File: src/sv/dcm_pkg.sv
// Shared types and constants for the DSP command mailbox.
`timescale 1ns / 1ps

package dcm_pkg;

  // Bus access codes
  typedef logic [2:0] func_t;
  localparam func_t FN_READ_STAT  = 3'd0;
  localparam func_t FN_READ_DATA  = 3'd1;
  localparam func_t FN_WRITE_WAKE = 3'd2;
  localparam func_t FN_WRITE_LOW  = 3'd3;
  localparam func_t FN_WRITE_CMD  = 3'd4;

  // Canned replies and command values
  localparam logic [7:0]  REPLY_D0      = 8'h5a;
  localparam logic [7:0]  REPLY_70      = 8'h06;
  localparam logic [7:0]  REPLY_EMPTY   = 8'hff;
  localparam logic [15:0] CMD_TRANS_ON  = 16'h7004;
  localparam logic [15:0] CMD_SLEEP     = 16'h8000;
  localparam logic [15:0] CMD_TRANS_OFF = 16'hffff;
  localparam logic [7:0]  HIGH_D0       = 8'hd0;
  localparam logic [7:0]  HIGH_70       = 8'h70;
  localparam logic [7:0]  HIGH_LIMIT    = 8'h60;
  localparam logic [7:0]  HIGH_FWD      = 8'ha0;
  localparam logic [7:0]  LOW_70_A      = 8'h01;
  localparam logic [7:0]  LOW_70_B      = 8'h02;
  localparam logic [2:0]  MODE_ALL      = 3'd4;
  localparam logic [2:0]  MODE_LOW_A    = 3'd1;
  localparam logic [2:0]  MODE_LOW_B    = 3'd2;

  typedef struct packed {
    func_t      func;
    logic [7:0] data_value;
    logic       dsp_busy;
    logic [2:0] dsp_mode;
  } req_t;

  typedef struct packed {
    logic [7:0] read_data;
    logic       forward_valid;
    logic [7:0] forward_high;
    logic [7:0] forward_low;
    logic       dsp_reset_pulse;
  } rsp_t;

endpackage

File: src/sv/dcm_if.sv
// Valid/ready channel interfaces for mailbox requests and results.
`timescale 1ns / 1ps

interface dcm_req_if;
  logic         valid;
  logic         ready;
  dcm_pkg::req_t payload;

  modport source (output valid, output payload, input ready);
  modport sink   (input valid, input payload, output ready);
endinterface

interface dcm_rsp_if;
  logic         valid;
  logic         ready;
  dcm_pkg::rsp_t payload;

  modport source (output valid, output payload, input ready);
  modport sink   (input valid, input payload, output ready);
endinterface

File: src/sv/dsp_command_mailbox.sv
// Top level of the host-side DSP command mailbox.
`timescale 1ns / 1ps

// Host-side mailbox in front of a sound DSP. Every bus access on req (status
// read, return-data read, wake/reset write, data-low write, command write)
// produces exactly one result on rsp, in the cycle after the access is taken.
// All flag updates and the result are computed combinationally from the
// access and the current flags, so the block takes one access per cycle;
// the output register frees itself whenever rsp is taken, and req stalls
// only while a result is waiting and rsp.ready is low. No setup is needed
// after reset.
module dsp_command_mailbox (
  input  logic clk,
  input  logic rst,
  dcm_req_if.sink   req,
  dcm_rsp_if.source rsp
);

  // Mailbox state
  logic [7:0] reply_byte;
  logic       reply_valid;
  logic       trans_mode;
  logic       sleep_flag;
  logic       ready_d0;
  logic       ready_70;
  logic       data_pending;
  logic [7:0] low_byte;

  logic [7:0] reply_byte_next;
  logic       reply_valid_next;
  logic       trans_mode_next;
  logic       sleep_flag_next;
  logic       ready_d0_next;
  logic       ready_70_next;
  logic       data_pending_next;
  logic [7:0] low_byte_next;

  dcm_pkg::rsp_t result;
  dcm_pkg::rsp_t out_data;
  logic          out_valid;
  logic          accept;
  logic [15:0]   cmd;
  logic [7:0]    val;

  assign req.ready   = !out_valid || rsp.ready;
  assign accept      = req.valid && req.ready;
  assign rsp.valid   = out_valid;
  assign rsp.payload = out_data;
  assign val         = req.payload.data_value;
  assign cmd         = {val, low_byte};

  // Compute flag updates and the result for one transaction
  always_comb begin
    reply_byte_next   = reply_byte;
    reply_valid_next  = reply_valid;
    trans_mode_next   = trans_mode;
    sleep_flag_next   = sleep_flag;
    ready_d0_next     = ready_d0;
    ready_70_next     = ready_70;
    data_pending_next = data_pending;
    low_byte_next     = low_byte;
    result            = '0;

    unique case (req.payload.func)
      dcm_pkg::FN_READ_STAT: begin
        result.read_data[7] = sleep_flag;
        if (!sleep_flag && req.payload.dsp_busy) begin
          result.read_data[5:4] = {2{data_pending}};
        end else begin
          data_pending_next = 1'b0;
        end
        result.read_data[6] = ready_d0 || ready_70 || (trans_mode && reply_valid);
      end
      dcm_pkg::FN_READ_DATA: begin
        if (reply_valid) begin
          result.read_data = reply_byte;
          reply_valid_next = 1'b0;
        end else begin
          result.read_data = dcm_pkg::REPLY_EMPTY;
        end
      end
      dcm_pkg::FN_WRITE_WAKE: begin
        if (val[7] || val[6]) begin
          sleep_flag_next        = 1'b0;
          result.dsp_reset_pulse = 1'b1;
        end
        if (val[6]) begin
          reply_valid_next  = 1'b0;
          data_pending_next = 1'b0;
          trans_mode_next   = 1'b0;
          ready_70_next     = 1'b0;
          ready_d0_next     = 1'b0;
        end
      end
      dcm_pkg::FN_WRITE_LOW: begin
        low_byte_next = val;
      end
      dcm_pkg::FN_WRITE_CMD: begin
        // Flag updates driven by the command word
        if (cmd == dcm_pkg::CMD_TRANS_OFF) trans_mode_next = 1'b0;
        if (cmd == dcm_pkg::CMD_SLEEP) sleep_flag_next = 1'b1;
        if (!trans_mode_next) begin
          if (val == dcm_pkg::HIGH_D0) begin
            reply_byte_next  = dcm_pkg::REPLY_D0;
            reply_valid_next = 1'b1;
            ready_d0_next    = 1'b1;
          end else if (val > dcm_pkg::HIGH_LIMIT) begin
            ready_d0_next = 1'b0;
          end
          if (val == dcm_pkg::HIGH_70) begin
            if (low_byte == dcm_pkg::LOW_70_A || low_byte == dcm_pkg::LOW_70_B) begin
              ready_70_next    = 1'b1;
              reply_byte_next  = dcm_pkg::REPLY_70;
              reply_valid_next = 1'b1;
            end else begin
              ready_70_next = 1'b0;
            end
          end else if (val >= dcm_pkg::HIGH_LIMIT) begin
            ready_70_next = 1'b0;
          end
          if (cmd == dcm_pkg::CMD_TRANS_ON) trans_mode_next = 1'b1;
        end
        // Echo in pass-through mode, else mark pending (DSP awake and busy) and forward qualifying commands
        if (trans_mode_next) begin
          reply_byte_next  = low_byte;
          reply_valid_next = 1'b1;
        end else begin
          if (!sleep_flag_next && req.payload.dsp_busy) data_pending_next = 1'b1;
          if (val == dcm_pkg::HIGH_FWD || val[7] || val[6] ||
              req.payload.dsp_mode == dcm_pkg::MODE_ALL ||
              ((req.payload.dsp_mode == dcm_pkg::MODE_LOW_A ||
                req.payload.dsp_mode == dcm_pkg::MODE_LOW_B) &&
               val < dcm_pkg::HIGH_LIMIT)) begin
            result.forward_valid = 1'b1;
            result.forward_high  = val;
            result.forward_low   = low_byte;
          end
        end
      end
      default: begin
      end
    endcase
  end

  // Update state on an accepted transaction
  always_ff @(posedge clk) begin
    if (rst) begin
      reply_byte   <= '0;
      reply_valid  <= 1'b0;
      trans_mode   <= 1'b0;
      sleep_flag   <= 1'b0;
      ready_d0     <= 1'b0;
      ready_70     <= 1'b0;
      data_pending <= 1'b0;
      low_byte     <= '0;
    end else if (accept) begin
      reply_byte   <= reply_byte_next;
      reply_valid  <= reply_valid_next;
      trans_mode   <= trans_mode_next;
      sleep_flag   <= sleep_flag_next;
      ready_d0     <= ready_d0_next;
      ready_70     <= ready_70_next;
      data_pending <= data_pending_next;
      low_byte     <= low_byte_next;
    end
  end

  // Hold the result until taken
  always_ff @(posedge clk) begin
    if (rst) begin
      out_valid <= 1'b0;
    end else if (accept) begin
      out_valid <= 1'b1;
    end else if (rsp.ready) begin
      out_valid <= 1'b0;
    end
  end

  always_ff @(posedge clk) begin
    if (accept) begin
      out_data <= result;
    end
  end

  // Every accepted transaction shows a result on the next cycle
  a_result_follows: assert property (@(posedge clk) disable iff (rst)
    accept |=> rsp.valid)
    else $error("result missing after accepted transaction");

  // A full wake/reset clears pass-through and the reply
  a_wake_clears: assert property (@(posedge clk) disable iff (rst)
    (accept && req.payload.func == dcm_pkg::FN_WRITE_WAKE && req.payload.data_value[6])
    |=> (!trans_mode && !reply_valid && !ready_d0 && !ready_70 && !data_pending))
    else $error("wake/reset did not clear mailbox flags");

  // Forwarded bytes are zero unless a command is forwarded
  a_fwd_zero: assert property (@(posedge clk) disable iff (rst)
    (rsp.valid && !rsp.payload.forward_valid) |->
    (rsp.payload.forward_high == 8'h00 && rsp.payload.forward_low == 8'h00))
    else $error("forward bytes set without forward_valid");

  // A result never both forwards and resets the DSP
  a_fwd_rst: assert property (@(posedge clk) disable iff (rst)
    rsp.valid |-> !(rsp.payload.forward_valid && rsp.payload.dsp_reset_pulse))
    else $error("forward and reset in one result");

endmodule
File: src/flat_wrapper.sv
// flat-port wrapper written by rule: the top's interface ports become plain ports
module dsp_command_mailbox_flat 
  (clk, rst, req_valid, req_payload, req_ready, rsp_valid, rsp_payload, rsp_ready);
  dcm_req_if req_i ();
  dcm_rsp_if rsp_i ();
  input  logic clk;
  input  logic rst;
  input wire logic [$bits(req_i.valid)-1:0] req_valid;
  input wire logic [$bits(req_i.payload)-1:0] req_payload;
  output wire logic [$bits(req_i.ready)-1:0] req_ready;
  output wire logic [$bits(rsp_i.valid)-1:0] rsp_valid;
  output wire logic [$bits(rsp_i.payload)-1:0] rsp_payload;
  input wire logic [$bits(rsp_i.ready)-1:0] rsp_ready;
  assign req_i.valid = req_valid;
  assign req_i.payload = req_payload;
  assign req_ready = req_i.ready;
  assign rsp_valid = rsp_i.valid;
  assign rsp_payload = rsp_i.payload;
  assign rsp_i.ready = rsp_ready;
  dsp_command_mailbox u_core (.clk(clk), .rst(rst), .req(req_i), .rsp(rsp_i));
endmodule
File: config.mk
export PLATFORM = sky130hd
export DESIGN_NAME = dsp_command_mailbox_flat
export DESIGN_NICKNAME = d
export VERILOG_FILES = /design/src/sv/dcm_pkg.sv /design/src/sv/dcm_if.sv /design/src/sv/dsp_command_mailbox.sv /design/src/flat_wrapper.sv
export SDC_FILE = /design/constraint.sdc
export NUM_CORES = 1
export LEC_CHECK = 0
export BUFFER_PORTS_ARGS = -buffer_cell sky130_fd_sc_hd__buf_4
export CELL_PAD_IN_SITES_DETAIL_PLACEMENT = 0
export CELL_PAD_IN_SITES_GLOBAL_PLACEMENT = 2
export CORE_MARGIN = 2
export CORE_UTILIZATION = 31
export CTS_CLUSTER_SIZE = 8
export DETAILED_ROUTE_END_ITERATION = 8
export PLACE_DENSITY = 0.84
export REMOVE_ABC_BUFFERS = 1
export SYNTH_ARGS = -nofsm -noshare
export SYNTH_HDL_FRONTEND = slang
export SYNTH_SLANG_ARGS = --single-unit
File: constraint.sdc
create_clock -name clk -period 2.5 [get_ports clk]
set_clock_uncertainty 0.05 [all_clocks]
set_input_delay 0.375 -clock clk [delete_from_list [all_inputs] [get_ports clk]]
set_output_delay 0.375 -clock clk [all_outputs]
set_load 0.01 [all_outputs]
==> flow_summary.toml, run 1 <==
[status]
status = "finished, final reports clean"

[final_layout]
syn_to_final_growth_pct = 26.59
drive_gt1_share_pct = 31.25
instances_no_fill = 390
fin_area_mm2 = 0.003044
final_nets = 306
n_antenna_cell = 0

[synthesis]
synth-seq-area-share_pct = 51.61
synth_area_mm2 = 0.002405
synthTopCellsByArea = "edfxtp_1 32%, dfxtp_1 19%, and2_1 3.9%"
synthFlopType = "edfxtp_1"
ys_async_sr_fraction_pct = 0
synthDistinctLibCells = 54
synth-simple-area-share_pct = 20.08
synthMuxAreaShare_pct = 3.330
synth_top_area_share_pct = 32.47
ys_ff_latch = 49
synth_edf_count = 26
synth_compound_area_share_pct = 17.69
synth_xor_area_share_pct = 0.7284
syn_inst = 222
synth.largest_area_cell = "edfxtp_1"
yosys.area_share.adder_pct = 0
post_synth.cell_area_avg_um2 = 10.83
synth.yosys.warnings = 0
synth_top_family_by_area = "simple AND/OR/NAND/NOR gates"

[critical_path]
critical_path_class = "register to register"
end_kind = "register"
r2r-end = "u_core.data_pending"
cp.required_ns = 2.65
r2r_cells = 6
crit-reg2reg-launch = "u_core.low_byte[7]"
critical_path_arrival_ns = 2.56
critPathLaunchType = "register"
reg2reg_slack_ns = 0.08
path_max_fanout = 7

[cts]
cts.sinks = 49
clk_pin_slew_worst_paths_ns = 0.09
cts_hold_buffers = 0
cts_root_buf = "clkbuf_8"
clk_path_buf_depth = 2
clk-insertion-delay-late_ns = 0.31
ctsResizeCount = 0
postCtsSetupBuffers = 0
numCtsBuffers = 5
cts_tree = "built"
htree_levels = 2

[drt]
drt_pass1_iterations = 4
vias_per_cell = 5.062
num_vias = 1974
drcViolationCount = 0
wl_um = 6069
wl_per_cell_um = 15.56
ant_nets = 0
drt-initial-drc-count = 85

[timing]
setup_viol = 0
hold_viol = 0
final.period_utilization_pct = 96.62
rsz0062_at_grt = "no"
timing.final.ws_setup_ns = 0.08448
tightest_slew_ns = 0.6853
tns_ns = 0
clock.fmax_ghz = 0.4140
fin_hold_ws_ns = 0.2764
slew_viol_final = 0
post-route-min-period_ns = 2.416
max_slew_margin_pct = 53.13

[global_route]
track_usage_pct = 14.94
grt_max_degree = 23
grt_pass1_wl_um = 9860
grt-ovfl-total = 0
grt_pass1_vias = 2012
antenna_found_initial = 0

[min_path]
holdCritPathClass = "primary input to register"
worstHoldPathCells = 3
whs_endpoint = "u_core.low_byte[3]"
hold_start = "req_payload[7]"

[die]
die_h_um = 92.08
die-area_mm2 = 0.008478
die_w_um = 92.08
coreArea_mm2 = 0.007607
start_util_pct = 31.61
rows = 32
io_pins = 47

[power_and_ir_drop]
powerDensity_mw_per_mm2 = 516.9
p_leak_nw = 1.206
ir_worst_vdd_mv = 0.2317

[placement]
place_congestion = 0.8471
port_buffers = 46
placed_cells = 382
place_ws_ns = -0.02816
placed_cell_area_mm2 = 0.002954
dp_hpwl_um = 4393

[run]
cap_viol_max_count = 0
-- flip-flops by register name (all words and copies together), names as in the netlist --
name,cells
u_core.low_byte,8
u_core.data_pending,1
u_core.sleep_flag,1
u_core.ready_d0,1
u_core.reply_valid,1
u_core.ready_70,1
u_core.rsp.valid,1
u_core.trans_mode,1
u_core.reply_byte,8
u_core.rsp.payload,26
-- placed cells by master, fill, tap and decap left out, drive strengths merged, types with 4 or more instances in the layout --
cell,count
nor2b,6
nor2,16
and3,5
inv,11
nor3,6
o31ai,4
nand4,6
buf,70
dfxtp,23
a21oi,15
a31oi,4
and2,15
a2111oi,4
nand2,11
mux2i,8
or4,4
nand3,4
nor4,4
edfxtp,26
clkbuf,5
o21ai,7
-- cell type report --
class                   instances  area (um2)
inverters                      11       41.29
clock inverters                 3       21.27
repair buffers                 70       538.0
flip-flops and latches         49        1241
well taps                     102       127.6
fillers                       784        4563
clock buffers                   5       68.82
multi-input cells             150        1006
-- worst max path at each step --
stage	start	to	slack, ns	cells past startpoint
6_report	u_core.low_byte[7]	u_core.data_pending	0.08	6
5_1_grt	u_core.low_byte[7]	u_core.data_pending	0.01	6
4_1_cts	u_core.low_byte[7]	u_core.data_pending	0.09	6
3_5_place_dp	req_payload[4]	u_core.data_pending	-0.03	7
3_3_place_gp	req_payload[4]	u_core.data_pending	-0.003	7
2_1_floorplan	req_payload[4]	u_core.rsp.payload[15]	0.10	4
-- report_power, final --
group / internal, W / leakage [nW] / switching (W)
Combinational: 0.0000897 / 0.715 / 0.000108
Sequential: 0.000880 / 0.447 / 0.0000107
Clock: 0.000199 / 0.0445 / 0.000286
-- cells in the mapped netlist (4+ instances only) --
library cell	n
nand2_1	11
nor2_1	16
nand4_1	6
inv_1	10
nor2b_1	6
nor3_1	5
o31ai_1	4
a21oi_1	14
dfxtp_1	23
edfxtp_1	26
mux2i_1	8
a31oi_1	4
and2_1	15
o21ai_0	7
clkbuf_1	6
-- cells by family (layout without fill, tap and decap cells) --
kind of cell | after synthesis | after routing
simple gates | 83 | 83
compound gates | 57 | 57
flops | 49 | 49
buf+inv | 23 | 89
mux | 8 | 8
xor+xnor | 2 | 2
-- through the flow --
| step | utilization, % | total power (W) |
|---|---|---|
| 6_report | 40.02 | 0.001573 |
| 3_5_place_dp | 38.83 | 0.001109 |
| 3_3_place_gp | 38.83 | 0.001107 |
| 5_1_grt | 40.02 | 0.001640 |
| 2_1_floorplan | - | 0.0009863 |
| 4_1_cts | 40.02 | 0.001590 |
-- metal layers --
layer | routed length, um | GRT usage (%)
met3 | 188 | 2.465
met5 | 0 | 0
met4 | 125 | 6.219
met1 | 2780 | 18.45
met2 | 2974 | 25.80
-- worst max-delay path: stages, from the launching register on --
cell	delay [ns]
dfxtp_1	0.32
or4_4	0.54
or4_4	0.51
o41a_1	0.43
buf_4	0.21
a41oi_1	0.18
nor3_1	0.06
Power figures use the tool's default switching activity.
==> run 2: changes to the inputs <==
ABC_AREA = 1   (was not set)
CORE_UTILIZATION = 29   (was 31)
==> run 2 against run 1 <==
Effect of this change: clock power fell by 3%; die area is 13% higher; worst setup slack improved by 0.73 ns; count of clock-buffer cells in the layout up 1; critical path type unchanged; cell count increased by 18%; critical path depth is 2 higher; sequential power hardly changed; register-to-register slack better by 0.73 ns; via count grew 5.8%; routed wire length grew 2.8%.
==> flow_summary.toml, run 2 <==
[critical_path]
crit-reg2reg-launch = "u_core.low_byte[1]"
cp-startpoint = "u_core.low_byte[1]"
cpMaxStageDelayCell = "dfxtp_1"
critical_path_arrival_ns = 1.69
r2r_cells = 8
critPathLaunchType = "register"
crit_chain = "inv_1 -> nand2_1 -> nor2_2 -> nand2_1 -> nor2_4 -> nor2_8 -> nand2_8 -> nor2_1"
crit_top_cell = "nand2_1"
path_max_fanout = 17
critical_path_class = "register to register"
cpPeakStageDelay_ns = 0.36
end_kind = "register"
cp.required_ns = 2.51

[cts]
cts_tree = "built"
clk_pin_slew_worst_paths_ns = 0.10
clk-insertion-delay-late_ns = 0.30
postCtsSetupBuffers = 0
htree_levels = 2
clk_path_buf_depth = 2
cts_root_buf = "clkbuf_8"
cts_hold_buffers = 0
numCtsBuffers = 5
ctsResizeCount = 0
cts.sinks = 49

[placement]
place_congestion = 0.7909
placed_cells = 454
port_buffers = 46
dp_hpwl_um = 4829

[final_layout]
syn_to_final_growth_pct = 21.85
n_antenna_cell = 0
instances_no_fill = 462
largest_reg_flops = 26
final_common_cell = "nand2_1"
nFillCells = 939
drive_gt1_share_pct = 29.10
layout_common_cells = "64 x nand2_1, 49 x buf_4, 36 x inv_1"
final_nets = 372

[global_route]
antenna_found_initial = 0
grt-busiest-layer = "met2"
met2_usage_pct = 22.60
grtUsageMet3_pct = 2.147
grt_util_met1_pct = 17.91
track_usage_pct = 13.40
grt_max_degree = 18
grt_pass1_vias = 2041
grt-ovfl-total = 0
grt_pass1_wl_um = 10310

[synthesis]
synthTopCellsByArea = "edfxtp_1 31%, dfxtp_1 18%, nand2_1 9.4%"
post_synth.cell_area_avg_um2 = 8.467
syn_inst = 301
ys_ff_latch = 49
synth.yosys.warnings = 0
synth_area_mm2 = 0.002549
synth_edf_count = 26
ys_async_sr_fraction_pct = 0
synthTopCellsByCount = "64 x nand2_1, 36 x inv_1, 29 x a21oi_1"
synth.most_common_cell = "nand2_1"
synthFlopType = "edfxtp_1"
synth-seq-area-share_pct = 48.70
synth_top_area_share_pct = 30.63
synth.largest_area_cell = "edfxtp_1"
synthDistinctLibCells = 30

[die]
io_pins = 47
die_h_um = 97.75
die-area_mm2 = 0.009554
coreArea_mm2 = 0.008636
rows = 34
start_util_pct = 29.51
die_w_um = 97.75

[timing]
clock.fmax_ghz = 0.5950
rsz0062_at_grt = "no"
hold_viol = 0
setup_viol = 0
tightest_slew_ns = 0.5475
slew_viol_final = 0
tns_ns = 0
final.period_utilization_pct = 67.23
post-route-min-period_ns = 1.681
max_slew_margin_pct = 63.46

[drt]
wl_um = 6237
drcViolationCount = 0
num_vias = 2088
drt-initial-drc-count = 123
vias_per_cell = 4.519
wl_per_cell_um = 13.50
drt_pass1_iterations = 4
ant_nets = 0

[status]
status = "finished, final reports clean"

[min_path]
holdCritPathClass = "primary input to register"
worstHoldPathCells = 2
hold_start = "rst"

[power_and_ir_drop]
ir_worst_vdd_mv = 0.2240
p_leak_nw = 1.261
power_w = 0.001567
powerDensity_mw_per_mm2 = 504.5

[run]
cap_viol_max_count = 0
-- run 2: path summary, 6_finish.rpt --
check                               end  slack (ns)
setup / recovery  u_core.rsp.payload[8]        0.82
hold / removal         u_core.rsp.valid        0.24
setup reg to reg  u_core.rsp.payload[8]        0.82
hold reg to reg     u_core.data_pending        0.41
-- run 2: final cells by class --
type / instances / area [um2] / share of cell area (%)
clock buffer: 6 / 72.57 / 2.337
clock inverter: 2 / 15.01 / 0.4835
inverter: 45 / 168.9 / 5.439
multi-input combinational: 203 / 1105 / 35.58
sequential: 49 / 1241 / 39.97
tap: 108 / 135.1 / 4.351
timing repair buffer: 49 / 367.9 / 11.85
-- run 2: cells by family after synthesis --
family | share of synthesized area [%]
buf+inv | 7.953
flops | 48.70
simple gates | 30.34
compound gates | 13.01
-- run 2: worst max-delay path: cells and delay by family, from the launching register on --
family,cells,cell delay (ns)
and+or+nand+nor,7,0.85
DFF,1,0.36
buffers and inverters,1,0.16
-- run 2: report_power, final --
| group | internal [W] | switching (W) | leakage (nW) |
|---|---|---|---|
| Clock | 0.000198 | 0.000272 | 0.0374 |
| Combinational | 0.0000790 | 0.000125 | 0.773 |
| Sequential | 0.000879 | 0.0000131 | 0.451 |
| Total | 0.00116 | 0.000411 | 1.26 |
-- run 2: per-stage QoR --
stage	setup slack [ns]	hold WS, ns	utilization, %	area, um2
after global routing	0.6984	0.2455	35.96	3105
final	0.8194	0.2407	35.96	3105
after global placement	0.7032	0.3942	34.95	3018
after floorplan	0.6076	0.3767	-	2515
after CTS	0.8116	0.2436	35.96	3105
after detailed placement	0.6953	0.3979	34.95	3018
-- run 2: layer usage --
layer	vias to the layer above	wire length, um	share of wire, %
li1	1081	-	-
met1	962	2900	46
met2	40	3041	49
met3	5	223	3.6
met4	0	71	1.1
met5	-	0	0
